--- src/sv/parp_pkg.sv ---
`timescale 1ns / 1ps
`default_nettype none

package parp_pkg;

    localparam int HdrBytes = 28;
    localparam int CountW = 5;

    localparam logic [15:0] HW_ETHERNET = 16'h0001;
    localparam logic [15:0] HW_IEEE802 = 16'h0006;
    localparam logic [15:0] PROTO_IPV4 = 16'h0800;
    localparam logic [15:0] OP_REQUEST = 16'h0001;
    localparam logic [15:0] OP_REPLY = 16'h0002;
    localparam logic [7:0] MAC_LEN = 8'd6;
    localparam logic [7:0] IP_LEN = 8'd4;

    localparam logic [1:0] VERDICT_IGNORE = 2'd0;
    localparam logic [1:0] VERDICT_REPLY = 2'd1;
    localparam logic [1:0] VERDICT_LEARN = 2'd2;

    localparam int CfgIndexW = 2;
    localparam logic [CfgIndexW-1:0] CFG_WAN_ADDRESS = 2'd0;
    localparam logic [CfgIndexW-1:0] CFG_LAN_MASK = 2'd1;
    localparam logic [CfgIndexW-1:0] CFG_GATEWAY_ADDRESS = 2'd2;

    typedef struct packed {
        logic [7:0] data_byte;
        logic       last_byte;
    } in_beat_t;

    typedef struct packed {
        logic [1:0]  verdict;
        logic [31:0] reply_sender_ip;
        logic [31:0] reply_target_ip;
        logic [47:0] peer_mac;
    } out_beat_t;

    typedef struct packed {
        logic [CountW-1:0] count;
        logic [15:0]       hw_type;
        logic [15:0]       proto_type;
        logic [7:0]        hw_len;
        logic [7:0]        proto_len;
        logic [15:0]       opcode;
        logic [47:0]       sender_mac;
        logic [31:0]       sender_ip;
        logic [31:0]       target_ip;
    } hdr_t;

    function automatic logic [1:0] judge(input hdr_t h, input logic [31:0] wan,
                                         input logic [31:0] mask, input logic [31:0] gw);
        logic [1:0] v;
        v = VERDICT_IGNORE;
        if (h.count == CountW'(HdrBytes) &&
            (h.hw_type == HW_ETHERNET || h.hw_type == HW_IEEE802) &&
            h.proto_type == PROTO_IPV4 && h.hw_len == MAC_LEN && h.proto_len == IP_LEN &&
            h.sender_ip != 32'd0) begin
            if (h.opcode == OP_REQUEST) begin
                if (wan == 32'd0) begin
                    if (h.sender_ip != h.target_ip) begin
                        v = VERDICT_REPLY;
                    end
                end else if (h.sender_ip == wan && (h.target_ip & mask) == (wan & mask) &&
                             h.target_ip != wan) begin
                    v = VERDICT_REPLY;
                end
            end else if (h.opcode == OP_REPLY) begin
                if (h.sender_ip == wan && h.target_ip == gw) begin
                    v = VERDICT_LEARN;
                end
            end
        end
        return v;
    endfunction

endpackage

`default_nettype wire

--- src/sv/parp_capture.sv ---
`timescale 1ns / 1ps
`default_nettype none

module parp_capture (
    input  wire logic             aclk,
    input  wire logic             aresetn,
    input  wire logic             take,
    input  wire parp_pkg::in_beat_t beat,
    output parp_pkg::hdr_t        hdr_view
);
    import parp_pkg::*;

    hdr_t hdr_reg;
    hdr_t hdr_next;
    hdr_t hdr_store;

    // The view includes the byte on the input, so the last byte is judged at once.
    always_comb begin
        hdr_next = hdr_reg;
        if (hdr_reg.count < CountW'(HdrBytes)) begin
            hdr_next.count = hdr_reg.count + CountW'(1);
            if (hdr_reg.count < CountW'(2)) begin
                hdr_next.hw_type = {hdr_reg.hw_type[7:0], beat.data_byte};
            end else if (hdr_reg.count < CountW'(4)) begin
                hdr_next.proto_type = {hdr_reg.proto_type[7:0], beat.data_byte};
            end else if (hdr_reg.count == CountW'(4)) begin
                hdr_next.hw_len = beat.data_byte;
            end else if (hdr_reg.count == CountW'(5)) begin
                hdr_next.proto_len = beat.data_byte;
            end else if (hdr_reg.count < CountW'(8)) begin
                hdr_next.opcode = {hdr_reg.opcode[7:0], beat.data_byte};
            end else if (hdr_reg.count < CountW'(14)) begin
                hdr_next.sender_mac = {hdr_reg.sender_mac[39:0], beat.data_byte};
            end else if (hdr_reg.count < CountW'(18)) begin
                hdr_next.sender_ip = {hdr_reg.sender_ip[23:0], beat.data_byte};
            end else if (hdr_reg.count >= CountW'(24)) begin
                hdr_next.target_ip = {hdr_reg.target_ip[23:0], beat.data_byte};
            end
        end
    end

    always_comb begin
        hdr_store = hdr_next;
        if (beat.last_byte) begin
            hdr_store.count = '0;
        end
    end

    assign hdr_view = hdr_next;

    always_ff @(posedge aclk) begin
        if (!aresetn) begin
            hdr_reg <= '0;
        end else if (take) begin
            hdr_reg <= hdr_store;
        end
    end

endmodule

`default_nettype wire

--- src/sv/proxy_arp_responder_unit.sv ---
`timescale 1ns / 1ps
`default_nettype none

// Channel   Direction  Handshake          Beat
// s_        in         s_valid / s_ready  one ARP byte with a last flag
// m_        out        m_valid / m_ready  verdict, reply addresses and peer MAC
// cfg_      in         cfg_wr_en          register write, no back-pressure
//
// One byte is taken per cycle unless stalled; results register on the last byte.
// A result waits in the output register, and the input stalls only while it waits.
// Reset clears the byte counter, the output valid flag and the learned client.

module proxy_arp_responder_unit (
    input  wire logic                             aclk,
    input  wire logic                             aresetn,
    input  wire logic                             s_valid,
    output logic                                  s_ready,
    input  wire parp_pkg::in_beat_t               s_payload,
    output logic                                  m_valid,
    input  wire logic                             m_ready,
    output parp_pkg::out_beat_t                   m_payload,
    input  wire logic                             cfg_wr_en,
    input  wire logic [parp_pkg::CfgIndexW-1:0]   cfg_index,
    input  wire logic [31:0]                      cfg_data
);
    import parp_pkg::*;

    logic [31:0] wan_reg;
    logic [31:0] mask_reg;
    logic [31:0] gateway_reg;
    logic        m_valid_reg;
    out_beat_t   m_beat_reg;
    out_beat_t   m_beat_next;
    logic [47:0] client_mac_reg;
    logic        client_known_reg;
    logic        take;
    hdr_t        hdr_view;
    logic [1:0]  verdict;

    assign s_ready = !m_valid_reg || m_ready;
    assign take = s_valid && s_ready;

    parp_capture u_capture (
        .aclk     (aclk),
        .aresetn  (aresetn),
        .take     (take),
        .beat     (s_payload),
        .hdr_view (hdr_view)
    );

    always_comb begin
        verdict = judge(hdr_view, wan_reg, mask_reg, gateway_reg);
        m_beat_next = '0;
        m_beat_next.verdict = verdict;
        if (verdict == VERDICT_REPLY) begin
            m_beat_next.reply_sender_ip = hdr_view.target_ip;
            m_beat_next.reply_target_ip = wan_reg;
        end
        if (verdict != VERDICT_IGNORE) begin
            m_beat_next.peer_mac = hdr_view.sender_mac;
        end
    end

    always_ff @(posedge aclk) begin
        if (!aresetn) begin
            wan_reg <= '0;
            mask_reg <= '0;
            gateway_reg <= '0;
        end else if (cfg_wr_en) begin
            unique case (cfg_index)
                CFG_WAN_ADDRESS: wan_reg <= cfg_data;
                CFG_LAN_MASK: mask_reg <= cfg_data;
                CFG_GATEWAY_ADDRESS: gateway_reg <= cfg_data;
                default: ;
            endcase
        end
    end

    always_ff @(posedge aclk) begin
        if (!aresetn) begin
            m_valid_reg <= 1'b0;
            client_known_reg <= 1'b0;
            client_mac_reg <= '0;
        end else begin
            if (take && s_payload.last_byte) begin
                m_valid_reg <= 1'b1;
                if (verdict != VERDICT_IGNORE) begin
                    client_known_reg <= 1'b1;
                    client_mac_reg <= hdr_view.sender_mac;
                end
            end else if (m_ready) begin
                m_valid_reg <= 1'b0;
            end
        end
    end

    always_ff @(posedge aclk) begin
        if (take && s_payload.last_byte) begin
            m_beat_reg <= m_beat_next;
        end
    end

    assign m_valid = m_valid_reg;
    assign m_payload = m_beat_reg;

    a_learned_matches : assert property (@(posedge aclk) disable iff (!aresetn)
        (m_valid_reg && m_beat_reg.verdict != VERDICT_IGNORE)
        |-> (client_known_reg && client_mac_reg == m_beat_reg.peer_mac))
        else $error("learned client differs from the reported peer");

    a_verdict_code : assert property (@(posedge aclk) disable iff (!aresetn)
        m_valid_reg |-> (m_beat_reg.verdict == VERDICT_IGNORE ||
                         m_beat_reg.verdict == VERDICT_REPLY ||
                         m_beat_reg.verdict == VERDICT_LEARN))
        else $error("undefined verdict code");

    a_ignore_zero : assert property (@(posedge aclk) disable iff (!aresetn)
        (m_valid_reg && m_beat_reg.verdict == VERDICT_IGNORE)
        |-> (m_beat_reg.peer_mac == 48'd0 && m_beat_reg.reply_sender_ip == 32'd0 &&
             m_beat_reg.reply_target_ip == 32'd0))
        else $error("ignored packet carries address fields");

    a_learn_no_ips : assert property (@(posedge aclk) disable iff (!aresetn)
        (m_valid_reg && m_beat_reg.verdict == VERDICT_LEARN)
        |-> (m_beat_reg.reply_sender_ip == 32'd0 && m_beat_reg.reply_target_ip == 32'd0))
        else $error("learn-only result carries reply addresses");

    a_no_result_mid_packet : assert property (@(posedge aclk) disable iff (!aresetn)
        (take && !s_payload.last_byte && m_ready) |=> !m_valid_reg)
        else $error("result raised by a beat that is not the last");

endmodule

`default_nettype wire

--- config.mk ---
export PLATFORM = sky130hd
export DESIGN_NAME = proxy_arp_responder_unit
export DESIGN_NICKNAME = d
export VERILOG_FILES = /design/src/sv/parp_pkg.sv /design/src/sv/parp_capture.sv /design/src/sv/proxy_arp_responder_unit.sv
export SDC_FILE = /design/constraint.sdc
export NUM_CORES = 1
export LEC_CHECK = 0
export BUFFER_PORTS_ARGS = -buffer_cell sky130_fd_sc_hd__buf_2
export CORE_ASPECT_RATIO = 1.25
export CORE_MARGIN = 4
export CORE_UTILIZATION = 55
export CTS_CLUSTER_DIAMETER = 60
export DETAILED_ROUTE_END_ITERATION = 10
export GPL_TIMING_DRIVEN = 0
export PLACE_DENSITY = 0.82
export SLEW_MARGIN = 5
export SYNTH_ARGS = -nofsm -noshare
export SYNTH_HDL_FRONTEND = slang
export SYNTH_SLANG_ARGS = --single-unit
--- constraint.sdc ---
create_clock -name aclk -period 4.4 [get_ports aclk]
set_clock_uncertainty 0.1 [all_clocks]
set_input_delay 0.88 -clock aclk [delete_from_list [all_inputs] [get_ports aclk]]
set_output_delay 0.88 -clock aclk [all_outputs]
set_load 0.005 [all_outputs]
# == After elaboration in Yosys (flattened, before gate mapping) ==
# Cells that the tools add are included.
# op_classes
addsub,1
multipliers,0
div,0
n_lt_le_gt_ge,7
n_eq_ne,18
shift,0
mux,26
bitwise_logic,2
n_reduce_logical,21
# op_table
op,n
$mux 181,1
$mux 160,1
$mux 144,1
$mux 136,1
$mux 128,1
$mux 112,1
$eq 32x32->1,3
$mux 32,3
$and 32x32->32,2
$mux 64,1
$ne 32x32->1,2
$mux 16,3
$mux 48,1
$eq 16x1->1 const B,2
$logic_not 32->1,1
$reduce_bool 32->1,1
$eq 16x12->1 const B,1
$eq 16x2->1 const B,1
$eq 16x3->1 const B,1
$eq 8x3->1 const B,2
$mux 8,2
$eq 5x3->1 const B,2
$logic_and 1x1->1,10
$lt 5x4->1 const B,2
other kinds (16),29
# totals
regBits,392
latch_bits,0
ram_bits,0
romBits,0
in_bits,48
out_inout_bits,116
n_memories,0

# == Depth between registers and ports, before layout ==
# logic_depth
ltp_word,19
mapped_depth,16
mapped_depth_nobuf,9

# == Hierarchy ==
# A second synthesis with hierarchy kept.
# unflattened
hier_cells,2123
area_unflattened_um2,20244.4
# by_module_without_submodules
mod,instances,cells_each,area_per_inst_um2,seq_area_each_um2
parp_capture,1,1211,10535.1,3623.5
proxy_arp_responder_unit,1,912,9709.3,5365.1

# == Worst setup path before layout ==
# No wires, ideal clock.
# synth_path
path_kind,input-to-reg
startpoint,in m_ready
endpoint,"reg m_beat_reg, in the netlist m_payload[0], enable pin"
setup_time_ps,467
t_arrival_ps,4003
t_required_ps,3833
setup_slack_ps,-170
path_stages,6
n_path_buf,2
cell_sequence,nand2b_1 and2_1 clkbuf_1 clkbuf_1 nand2_1 inv_1
# synth_between
elab_chain_cells,3
# synth_lines
item,line,source
from (decl),proxy_arp_responder_unit.sv:20,"input wire logic m_ready,"
$logic_or 1x1->1,proxy_arp_responder_unit.sv:40,assign s_ready = !m_valid_reg || m_ready;
$logic_and 1x1->1,proxy_arp_responder_unit.sv:41,assign take = s_valid && s_ready;
$logic_and 1x1->1,proxy_arp_responder_unit.sv:98,if (take && s_payload.last_byte) begin
to (signal assigned),proxy_arp_responder_unit.sv:99,m_beat_reg <= m_beat_next;
to (decl),proxy_arp_responder_unit.sv:32,out_beat_t m_beat_reg;
# No other way between the ends.
# A chain may end at the register's enable or synchronous reset.

# == Final worst setup path ==
# layout_path
startpoint,reg u_capture.hdr_reg[178] (netlist name)
endpoint,"reg m_beat_reg, in the netlist m_payload[46] (data pin)"
# layout_between
elab_chain_cells,19
elab_cells_between_ends,58
cone_classes,1 x add/sub; 7 x order compare; 15 x eq/ne; 23 x mux; 1 x bitwise; 11 x reduce/logical
# layout_lines
item,line,source
from (decl),parp_capture.sv:13,hdr_t hdr_reg;
from (signal assigned),parp_capture.sv:55,hdr_reg <= hdr_store;
$ge 5x5->1,parp_capture.sv:36,end else if (hdr_reg.count >= CountW'(24)) begin
$mux 32,parp_capture.sv:36,
$mux 32,parp_capture.sv:34,end else if (hdr_reg.count < CountW'(18)) begin
$mux 64,parp_capture.sv:32,end else if (hdr_reg.count < CountW'(14)) begin
$mux 112,parp_capture.sv:30,end else if (hdr_reg.count < CountW'(8)) begin
$mux 128,parp_capture.sv:28,end else if (hdr_reg.count == CountW'(5)) begin
$mux 136,parp_capture.sv:26,end else if (hdr_reg.count == CountW'(4)) begin
$mux 144,parp_capture.sv:24,end else if (hdr_reg.count < CountW'(4)) begin
[... 2 more ...],-,
$and 32x32->32,parp_pkg.sv:63,end else if (h.sender_ip == wan && (h.target_ip & mask) == (wan & mask) &&
$eq 32x32->1,parp_pkg.sv:63,
$logic_and 1x1->1 (2 in a row),parp_pkg.sv:63,
$mux 1,parp_pkg.sv:63,
$mux 2,parp_pkg.sv:59,if (wan == 32'd0) begin
$mux 2,parp_pkg.sv:58,if (h.opcode == OP_REQUEST) begin
$mux 2,parp_pkg.sv:54,if (h.count == CountW'(HdrBytes) &&
$reduce_bool 2->1,-,
# Every way passes the cells marked *; elsewhere a longest branch is shown, timed or not.

==> reports/metrics.csv <==
stage,metric,value,unit
synth,adder-cell area share of the yosys netlist,0.1144,%
critical_path,Setup CP Type,reg -> reg,
cells_and_area,area of the multi-input gates,0.01189,mm^2
job,MaxCap Viol Count,0,
global_routing,first-pass GRT wire length,132000,um
routing,Initial DRC Count,2256,
synth,area of the mapped netlist,0.02188,mm^2
pwr,pwr dens,329.3,mW/mm^2
routing,post-route ant nets,0,
synth,largest family of logic cells by synthesized area,simple AND/OR/NAND/NOR gates,
synth,Post-Synth XOR/XNOR Area,4.964,%
synth,"Avg Cell Area, Syn",8.883,um^2
global_routing,initial antenna violation count,2,
status,failing checks,negative setup slack,
synth,post-synth net total,2513,
die,I/O pin count,164,
die,Starting Density,55.78,%
cells_and_area,max reg flops,181,
clock_tree,clock slew at reported path FFs,0.06,ns
cells_and_area,share of cells above drive strength 1,14.45,%
placed_design,DP HPWL,67240,um
pwr,Leak,8.957,nW
die,die extent in y,231.0,um
sta,max_slew headroom,12.62,%
synth,biggest area consumer among synthesized cells,dfxtp_1,
synth,post-synth top area share,25.44,%
clock_tree,CTS max path bufs,3,
routing,# DRC,0,
min_path,Hold Path Class,reg -> reg,
sta,Final setup viols,14,
critical_path,CP max FO,10,
placed_design,placed inst area,0.02334,mm^2
cells_and_area,sequential cell area,0.008989,mm^2
clock_tree,clk root buf,clkbuf_16,
sta,slew of the pin with the lowest slew margin,1.311,ns
routing,length of the first detailed-routing pass in iterations,6,
global_routing,residual overflow from global routing,0,
cells_and_area,nets@finish,2717,
clock_tree,CTS sink cnt,392,
clock_tree,CTS tree,yes,
routing,Via Count,20890,
clock_tree,H-tree depth,2,
global_routing,largest net degree at the start of global routing,45,
sta,Final Cycle Share,101.8,%
synth,"Top FF cell, synth",dfxtp_1,
placed_design,GP Congestion,1.082,
synth,Yosys cell types,83,
sta,unrepaired setup endpoints after global routing,false,
die,die area,0.04305,mm^2
global_routing,GRT Overall Usage,40.79,%
placed_design,number of I/O port buffers,159,
status,status,finished with violations,
cells_and_area,area grow syn2layout,14.43,%
synth,proportion of synthesized area in mux cells,5.101,%
routing,WL per Instance,28.34,um
critical_path,startpoint types,flop,
synth,Gate Count Post-Synth,2463,
routing,average vias per placed instance,6.525,
sta,Worst Slack Setup Final,-0.08022,ns
pwr,Max VDD drop,0.3265,mV
die,total core area,0.03922,mm^2
synth,most instantiated library cell after synthesis,nand2_1,
synth,Synth Register Bits,392,
die,cell row count,81,
synth,post-synthesis compound-gate area fraction,20.88,%
synth,"Seq/Total Area, Yosys",41.08,%
clock_tree,latest clock arrival within the worst-skew pair,0.57,ns
synth,Post-synth EDFFs,114,
global_routing,vias in the first global route,20160,
placed_design,Cells after DPL,3122,
critical_path,critical path endpoint category,flop,
sta,Period minus WS final,4.480,ns
cells_and_area,Final Non-Filler Cells,3202,
routing,drt total wl,90730,um
cells_and_area,FILL cells,3218,
synth,Area contributors post-synth,"dfxtp_1 25%, edfxtp_1 16%, nand2_1 9.4%, a21boi_0 8.8%, mux2i_1 4.9%",
die,Die Width,186.4,um
sta,max-slew violations,0,
cells_and_area,Final Instance Area,0.02504,mm^2
sta,final-report hold violation count,0,
sta,fmax,223.2,MHz
synth,Post-synth ARST share,0,%
synth,post-synthesis simple-gate area fraction,22.26,%
clock_tree,TritonCTS buffer count,40,
critical_path,WP data arrival,4.77,ns
synth,Commonest cells post-synth,"546 x nand2_1, 278 x dfxtp_1, 257 x a21boi_0, 165 x clkbuf_1, 114 x edfxtp_1",
synth,YS warnings,0,
critical_path,Worst Path Required,4.69,ns
-- metal layers --
metal | GRT usage (%) | share of wire [%] | up-vias
li1 | - | - | 9194
met4 | 34.03 | 11 | 0
met5 | 0 | 0 | -
met2 | 67.77 | 46 | 1402
met1 | 44.29 | 34 | 9839
met3 | 9.589 | 9.2 | 457
-- worst max-delay path, stage by stage, from the launching register on --
cell and delay [ns]:
dfxtp_1 0.44, buf_2 0.28, nand3b_1 0.20, buf_4 0.28
buf_4 0.30, buf_4 0.30, nor3b_1 0.10, o21ai_2 0.39
nand4_1 0.25, nor4_4 0.50, o211a_1 0.32, nand4_4 0.18
buf_6 0.23, buf_6 0.16, a31oi_1 0.24
-- layout make-up --
cell class                 count  area share [%]
multi-input combinational   1802           47.50
sequential                   392           35.90
buffer                       239           4.598
clock buffer                  48           4.408
timing repair buffer         164           3.428
tap                          498           2.489
clock inverter                26           1.174
inverter                      28          0.4498
antenna                        5         0.04998
-- worst paths after layout --
check / endpoint / from / depth (start not counted) / slack (ns)
setup / recovery: m_payload[46]$_SDFFCE_PN0P_ / u_capture.hdr_reg[178]$_SDFFE_PN0P_ / 14 / -0.08
hold / removal: u_capture.hdr_reg[173]$_SDFFE_PN0P_ / u_capture.hdr_reg[173]$_SDFFE_PN0P_ / 2 / 0.36
setup reg to reg: m_payload[46]$_SDFFCE_PN0P_ / u_capture.hdr_reg[178]$_SDFFE_PN0P_ / 14 / -0.08
hold reg to reg: u_capture.hdr_reg[173]$_SDFFE_PN0P_ / u_capture.hdr_reg[173]$_SDFFE_PN0P_ / 2 / 0.36
-- what timing repair did --
action	CTS	global route
pin swaps	1	2
hold buffers	0	0
buffers inserted	2	1
setup endpoints to repair	114	112
gates resized for setup	28	38
-- placed cells by master (no fill, tap or decap), drive strengths merged, types with 32 or more instances in the layout --
| cell type | synthesis | final |
|---|---|---|
| nand2 | 548 | 548 |
| xnor2 | 84 | 84 |
| a2111o | 38 | 38 |
| nand4 | 34 | 34 |
| mux2i | 107 | 107 |
| nor2 | 41 | 41 |
| a31oi | 56 | 56 |
| clkbuf | 165 | 214 |
| edfxtp | 114 | 114 |
| o21ai | 55 | 55 |
| and2 | 49 | 49 |
| nor2b | 66 | 66 |
| xor2 | 40 | 40 |
| nor4 | 37 | 37 |
| a21boi | 259 | 259 |
| buf | 76 | 237 |
| dfxtp | 278 | 278 |
| nor4bb | 32 | 32 |
| a21oi | 66 | 66 |
-- through the flow --
stage	setup slack [ns]	hold slack, ns	setup TNS [ns]	power (mW)	util (%)
floorplan	0.4815	0.3385	0	4.311	-
global placement	-1.136	0.3488	-199.33	4.617	59.41
detailed placement	-1.132	0.3581	-109.63	4.632	59.51
CTS	0.00004929	0.3663	0	8.199	63.35
global route	0.002618	0.3796	0	8.429	63.80
finish	-0.08022	0.3650	-0.3723	8.244	63.83
-- power by group --
group          switching (mW)  internal (mW)  leakage, nW
clock network            1.52           2.11        0.688
registers              0.0647           3.80         3.25
logic                   0.495          0.250         5.02
-- cell families after synthesis --
logic type                 Yosys count
and+or+nand+nor                    970
muxes                              111
xor gates and xnor gates           124
adders and majority gates            2
buffers and inverters              269
DFF                                392
AOI/OAI and AO/OA                  595
No activity file was read; power rests on OpenSTA's default activity.
